## config.mk

```make
export PLATFORM = sky130hd
export DESIGN_NAME = vidhc_capture
export DESIGN_NICKNAME = d
export VERILOG_FILES = /design/src/rtl/vidhc_pkg.sv /design/src/rtl/vidhc_capture.sv
export SDC_FILE = /design/constraint.sdc
export NUM_CORES = 1
export LEC_CHECK = 0
export BUFFER_PORTS_ARGS = -buffer_cell sky130_fd_sc_hd__buf_2
export CORE_UTILIZATION = 30
export CTS_BUF_LIST = sky130_fd_sc_hd__clkbuf_16
export CTS_CLUSTER_DIAMETER = 120
export DETAILED_ROUTE_END_ITERATION = 10
export GPL_ROUTABILITY_DRIVEN = 0
export GPL_TIMING_DRIVEN = 0
export PLACE_DENSITY = 0.55
export SYNTH_ARGS = -nofsm -noshare
export SYNTH_HDL_FRONTEND = slang
export SYNTH_SLANG_ARGS = --single-unit
```

## constraint.sdc

```tcl
create_clock -name clk -period 11.7 [get_ports clk]
set_clock_uncertainty 0.1 [all_clocks]
set_input_delay 1.17 -clock clk [delete_from_list [all_inputs] [get_ports clk]]
set_output_delay 1.17 -clock clk [all_outputs]
set_load 0.01 [all_outputs]
```

## src/rtl/vidhc_pkg.sv

```systemverilog
// Package for the video identification header checker.
// Holds the beat types, the packet summary type, the status codes and fixed constants.
// No dependencies.
package vidhc_pkg;

  // Byte counter limits. The counter saturates at its top value.
  localparam logic [5:0] COUNT_MAX  = 6'd63;
  localparam logic [5:0] MIN_LENGTH = 6'd7;
  localparam logic [5:0] ID_LENGTH  = 6'd42;

  // Byte values checked in the version bytes.
  localparam logic [7:0] VERSION_MAJOR = 8'd3;
  localparam logic [7:0] VERSION_MINOR = 8'd2;

  // Macroblocks are 16 pixels on a side.
  localparam int MB_SHIFT = 4;

  // Result status codes.
  typedef enum logic [2:0] {
    ST_ID_OK     = 3'd0,
    ST_OTHER_OK  = 3'd1,
    ST_SHORT     = 3'd2,
    ST_NOT_HDR   = 3'd3,
    ST_BAD_SIG   = 3'd4,
    ST_ID_BAD    = 3'd5
  } status_t;

  // One input beat: a packet byte and its end-of-packet flag.
  typedef struct packed {
    logic [7:0] data_byte;
    logic       last_byte;
  } in_beat_t;

  // One result beat.
  typedef struct packed {
    status_t     status;
    logic [6:0]  header_kind;
    logic [15:0] frame_mb_width;
    logic [15:0] frame_mb_height;
    logic [23:0] picture_width;
    logic [23:0] picture_height;
    logic [7:0]  picture_x;
    logic [7:0]  picture_y;
    logic [31:0] rate_numerator;
    logic [31:0] rate_denominator;
    logic [4:0]  keyframe_shift;
    logic [4:0]  quality_hint;
  } out_beat_t;

  // Everything captured from one packet, handed from capture to check.
  typedef struct packed {
    logic        len_short;
    logic        len_exact;
    logic [7:0]  first_byte;
    logic        signature_ok;
    logic        version_ok;
    logic [15:0] mb_width;
    logic [15:0] mb_height;
    logic [23:0] pic_width;
    logic [23:0] pic_height;
    logic [15:0] offsets;
    logic [31:0] rate_num;
    logic [31:0] rate_den;
    logic [15:0] tail_bytes;
  } pkt_sum_t;

  // Expected signature character at byte positions 1 to 6 ("theora").
  function automatic logic [7:0] sig_char(input logic [5:0] pos);
    logic [7:0] c;
    case (pos)
      6'd1:    c = 8'h74;
      6'd2:    c = 8'h68;
      6'd3:    c = 8'h65;
      6'd4:    c = 8'h6F;
      6'd5:    c = 8'h72;
      6'd6:    c = 8'h61;
      default: c = 8'h00;
    endcase
    return c;
  endfunction

endpackage

```

## src/rtl/vidhc_capture.sv

```systemverilog
// Byte capture stage of the video identification header checker.
// Counts bytes, captures fixed-offset fields and hands a packet summary downstream.
// Depends on vidhc_pkg.
module vidhc_capture
  import vidhc_pkg::*;
(
  input  logic     clk,
  input  logic     rst,
  input  logic     byte_valid,
  output logic     byte_ready,
  input  in_beat_t byte_beat,
  output logic     sum_valid,
  input  logic     sum_ready,
  output pkt_sum_t sum
);

  logic [5:0]  byte_count, byte_count_next;
  logic [7:0]  first_byte, first_byte_next;
  logic        signature_ok, signature_ok_next;
  logic        version_ok, version_ok_next;
  logic [15:0] mb_width, mb_width_next;
  logic [15:0] mb_height, mb_height_next;
  logic [23:0] pic_width, pic_width_next;
  logic [23:0] pic_height, pic_height_next;
  logic [15:0] offsets, offsets_next;
  logic [31:0] rate_num, rate_num_next;
  logic [31:0] rate_den, rate_den_next;
  logic [15:0] tail_bytes, tail_bytes_next;
  logic [7:0]  b;
  logic        take;

  assign b          = byte_beat.data_byte;
  assign byte_ready = !sum_valid || sum_ready;
  assign take       = byte_valid && byte_ready;

  // Field capture by byte position; big-endian fields shift in one byte at a time.
  always_comb begin
    byte_count_next   = (byte_count == COUNT_MAX) ? byte_count : byte_count + 6'd1;
    first_byte_next   = first_byte;
    signature_ok_next = signature_ok;
    version_ok_next   = version_ok;
    mb_width_next     = mb_width;
    mb_height_next    = mb_height;
    pic_width_next    = pic_width;
    pic_height_next   = pic_height;
    offsets_next      = offsets;
    rate_num_next     = rate_num;
    rate_den_next     = rate_den;
    tail_bytes_next   = tail_bytes;
    if (byte_count == 6'd0) begin
      first_byte_next = b;
    end else if (byte_count <= 6'd6) begin
      if (b != sig_char(byte_count)) signature_ok_next = 1'b0;
    end else if (byte_count == 6'd7) begin
      if (b != VERSION_MAJOR) version_ok_next = 1'b0;
    end else if (byte_count == 6'd8) begin
      if (b != VERSION_MINOR) version_ok_next = 1'b0;
    end else if (byte_count == 6'd9) begin
      // The revision byte is not checked.
    end else if (byte_count <= 6'd11) begin
      mb_width_next = {mb_width[7:0], b};
    end else if (byte_count <= 6'd13) begin
      mb_height_next = {mb_height[7:0], b};
    end else if (byte_count <= 6'd16) begin
      pic_width_next = {pic_width[15:0], b};
    end else if (byte_count <= 6'd19) begin
      pic_height_next = {pic_height[15:0], b};
    end else if (byte_count <= 6'd21) begin
      offsets_next = {offsets[7:0], b};
    end else if (byte_count <= 6'd25) begin
      rate_num_next = {rate_num[23:0], b};
    end else if (byte_count <= 6'd29) begin
      rate_den_next = {rate_den[23:0], b};
    end else if (byte_count >= 6'd40 && byte_count <= 6'd41) begin
      tail_bytes_next = {tail_bytes[7:0], b};
    end
  end

  // Accumulator registers; they return to reset values after the last byte.
  always_ff @(posedge clk) begin
    if (rst || (take && byte_beat.last_byte)) begin
      byte_count   <= '0;
      first_byte   <= '0;
      signature_ok <= 1'b1;
      version_ok   <= 1'b1;
      mb_width     <= '0;
      mb_height    <= '0;
      pic_width    <= '0;
      pic_height   <= '0;
      offsets      <= '0;
      rate_num     <= '0;
      rate_den     <= '0;
      tail_bytes   <= '0;
    end else if (take) begin
      byte_count   <= byte_count_next;
      first_byte   <= first_byte_next;
      signature_ok <= signature_ok_next;
      version_ok   <= version_ok_next;
      mb_width     <= mb_width_next;
      mb_height    <= mb_height_next;
      pic_width    <= pic_width_next;
      pic_height   <= pic_height_next;
      offsets      <= offsets_next;
      rate_num     <= rate_num_next;
      rate_den     <= rate_den_next;
      tail_bytes   <= tail_bytes_next;
    end
  end

  // Summary register valid flag.
  always_ff @(posedge clk) begin
    if (rst) begin
      sum_valid <= 1'b0;
    end else if (take && byte_beat.last_byte) begin
      sum_valid <= 1'b1;
    end else if (sum_ready) begin
      sum_valid <= 1'b0;
    end
  end

  // Summary payload, loaded from the values that include the last byte.
  always_ff @(posedge clk) begin
    if (take && byte_beat.last_byte) begin
      sum.len_short    <= byte_count_next < MIN_LENGTH;
      sum.len_exact    <= byte_count_next == ID_LENGTH;
      sum.first_byte   <= first_byte_next;
      sum.signature_ok <= signature_ok_next;
      sum.version_ok   <= version_ok_next;
      sum.mb_width     <= mb_width_next;
      sum.mb_height    <= mb_height_next;
      sum.pic_width    <= pic_width_next;
      sum.pic_height   <= pic_height_next;
      sum.offsets      <= offsets_next;
      sum.rate_num     <= rate_num_next;
      sum.rate_den     <= rate_den_next;
      sum.tail_bytes   <= tail_bytes_next;
    end
  end

endmodule

```

==> impl_metrics.csv <==
group,metric,value,unit
outcome,run_status,"finished, final reports clean",
timing,max_slew_margin,15.0,%
yosys,yosys.cell_types.count,53,
timing,finalSetupTns,0,ps
power_and_ir_drop,total_power,2.93,mW
global_route,global_route_usage_sum,16.2,%
yosys,synth_async_sr_flop_share,0,%
finish,postLayoutCellArea,18600,um^2
placement,worst_slack_placed,6490,ps
floorplanning,die_w,228,um
floorplanning,die_extent_in_y,228,um
global_route,global_route_wire_length_before_repair,64400,um
timing,period_needed,4370,ps
routing,detail_route.wirelength,43100,um
setup_path,critPathCaptureType,"flip-flop",
power_and_ir_drop,vdd_drop_max,0.0000899,V
cts,tritoncts,"yes",
cts,holdBufCountCts,0,
cts,root_buffer,"sky130_fd_sc_hd__clkbuf_16",
floorplanning,pin_count,203,
routing,detail_route.iter0.violations,802,
placement,post_dp_cell_area,17200,um^2
routing,vias_per_cell,4.68,
floorplanning,floorplan.core_area,50300,um^2
routing,drt_drc_violations_left,0,
timing,finalCritPeriodShare,37.4,%
global_route,grt_remaining_overflow,0,
floorplanning,fp.dieArea,51900,um^2
power_and_ir_drop,powerDensity,157,nW/um^2
routing,number_of_detailed_route_iterations_in_the_first_pass,5,
cts,clk_latency,570,ps
cts,cts_resized,0,
floorplanning,floorplan.rows,82,
setup_path,worst-setup-path-type,"in2reg",
timing,timing.final.hold_violations,0,
hold_path,worst_hold_path_type,"reg2reg",
placement,dp_hpwl,28000,um
cts,tritoncts_num_sinks,381,
timing,rsz0062_at_grt,"false",
routing,num_vias,10700,
yosys,synth-warning-count,0,
cts,ctsLongestPathBuffers,3,
cts,tritoncts.num_buffers,44,
timing,report.final.slew_viol_count,0,
yosys,netlist_instances,1324,
timing,peak_freq,0.229,GHz
cts,cts.reportedPaths.clkPinSlew,60,ps
global_route,grt_antenna_before_repair,1,
placement,io_buffers,199,
yosys,synth_ff_type,"sky130_fd_sc_hd__dfxtp_1",
setup_path,timing.critical_path.from_type,"input pin",
routing,post_drt_wl_per_cell,18.9,um
cts,clock_tree.htree_level_count,2,
flow_run,drv.max_cap_violation_count,0,
setup_path,cp.arrival,4680,ps
timing,fin_worst_hold_slack,352,ps
setup_path,path_max_fanout,118,
cts,post_cts_buffers,0,
yosys,proportion_of_synthesized_chip_area_in_sequential_cells,62.1,%
finish,layout.nets,1587,
setup_path,required,12000,ps
timing,finalSetupViolations,0,
yosys,syn_nets,1341,
timing,timing_worst_slew_pin_value,1270,ps
finish,synthToLayoutAreaGrowth,21.6,%
yosys,yosys_register_bits,381,
global_route,grt_start_max_net_pins,119,
global_route,number_of_global_route_vias_before_repair,10600,
yosys,postSynthAreaPerCell,11.6,um^2
setup_path,register_to_register_path_setup_slack,7720,ps
finish,layout-drive-gt1-share,30.1,%
routing,postRouteAntennaNets,0,
yosys,post_synth_design_cell_area,15300,um^2
timing,fin_ws,7330,ps
yosys,synth-edff-count,188,
power_and_ir_drop,leakage_power_total,6.74,nW
floorplanning,initial_utilization,30.4,%
-- cell usage after synthesis, drive strengths merged (2+ instances only) --
library cell	number	area, um^2
nor4	2	12.5
a21oi	150	754
clkbuf	68	255
nor2b	6	37.5
nand3b	2	15.0
xor2	5	43.8
and2	4	25.0
and4	4	35.0
and3	8	50.1
a41oi	2	17.5
mux2	182	2050
inv	6	22.5
or3	3	23.8
dfxtp	193	3860
and3b	2	17.5
nor2	53	199
nand2b	4	25.0
nand3	7	35.0
mux2i	44	440
o21ai	44	220
a31oi	3	25.0
ha	4	50.1
or2	3	18.8
nand2	278	1040
nor3	6	30.0
buf	34	178
edfxtp	188	5650
-- sequential cells by signal (all words and copies together) (netlist names) --
| name | count |
|---|---|
| rate_den | 32 |
| mb_width | 16 |
| sum_valid | 1 |
| signature_ok | 1 |
| tail_bytes | 16 |
| sum | 188 |
| version_ok | 1 |
| mb_height | 16 |
| rate_num | 32 |
| offsets | 16 |
| pic_width | 24 |
| pic_height | 24 |
| first_byte | 8 |
| byte_count | 6 |
-- stage by stage --
stage,instances,utilization [%]
2_1_floorplan,1324,-
3_3_place_gp,2195,34.1
3_5_place_dp,2196,34.2
4_1_cts,2278,37.0
5_1_grt,2278,37.0
6_report,2280,37.0
-- placed cells by master (no fill, tap or decap), types with 6 or more instances in the layout --
cell / count
sky130_fd_sc_hd__a21oi_1: 149
sky130_fd_sc_hd__and3_1: 8
sky130_fd_sc_hd__buf_2: 227
sky130_fd_sc_hd__clkbuf_1: 68
sky130_fd_sc_hd__clkbuf_16: 46
sky130_fd_sc_hd__clkinv_1: 8
sky130_fd_sc_hd__clkinv_2: 7
sky130_fd_sc_hd__dfxtp_1: 193
sky130_fd_sc_hd__edfxtp_1: 188
sky130_fd_sc_hd__inv_1: 15
sky130_fd_sc_hd__mux2_2: 182
sky130_fd_sc_hd__mux2i_1: 44
sky130_fd_sc_hd__nand2_1: 278
sky130_fd_sc_hd__nand3_1: 7
sky130_fd_sc_hd__nor2_1: 53
sky130_fd_sc_hd__nor2b_1: 6
sky130_fd_sc_hd__nor3_1: 6
sky130_fd_sc_hd__o21ai_0: 44
-- per-layer routing --
metal / share of wire [%] / GRT usage (%) / wire (um) / vias to the layer above
met3: 4.4 / 3.25 / 1920 / 63
met2: 47 / 26.5 / 20500 / 251
met5: 0 / 0 / 0 / -
met4: 1.8 / 4.19 / 794 / 0
met1: 46 / 21.8 / 19900 / 5196
li1: - / - / - / 5168
-- cell type report --
class                   instances  area (um^2)
fillers                      4957        31700
clock inverters                36          284
diodes                          2         5.00
repair buffers                200         1020
inverters                       6         30.0
plain buffers                 102          433
flip-flops and latches        381         9510
multi-input cells             835         5340
clock buffers                  46         1150
well taps                     672          841
-- logic make-up after synthesis --
kind of cell,count (synthesis),synth area share (%)
simple gates,388,10.6
flops,381,62.1
mux,226,16.3
compound gates,211,7.38
buf+inv,108,2.98
xor+xnor,6,0.343
fa+ha+maj,4,0.327
-- where the power goes --
group          internal (mW)  total, mW  leakage (nW)  switching [mW]
logic                 0.0341      0.131          2.71          0.0970
registers               1.43       1.44          3.29         0.00925
clock network          0.801       1.36         0.741           0.561
-- worst paths after layout --
kind,startpoint,cells after the start,to
worst min register to register,offsets[12]$_SDFFE_PP0P_,2,offsets[12]$_SDFFE_PP0P_
worst max register to register,sum_valid$_SDFFE_PP0P_,10,tail_bytes[7]$_SDFFE_PP0P_
worst max-delay path,sum_ready,11,tail_bytes[7]$_SDFFE_PP0P_
worst min-delay path,offsets[12]$_SDFFE_PP0P_,2,offsets[12]$_SDFFE_PP0P_
-- critical path, stage by stage --
cell	delay (ps)
sky130_fd_sc_hd__buf_2	70
sky130_fd_sc_hd__nand2b_1	140
sky130_fd_sc_hd__and2_1	130
sky130_fd_sc_hd__clkbuf_1	470
sky130_fd_sc_hd__nand2_1	280
sky130_fd_sc_hd__inv_8	620
sky130_fd_sc_hd__or2_2	220
sky130_fd_sc_hd__clkbuf_1	180
sky130_fd_sc_hd__clkbuf_1	520
sky130_fd_sc_hd__clkbuf_1	770
sky130_fd_sc_hd__a21oi_1	80
Note: power is estimated with default switching activity, not from simulation.
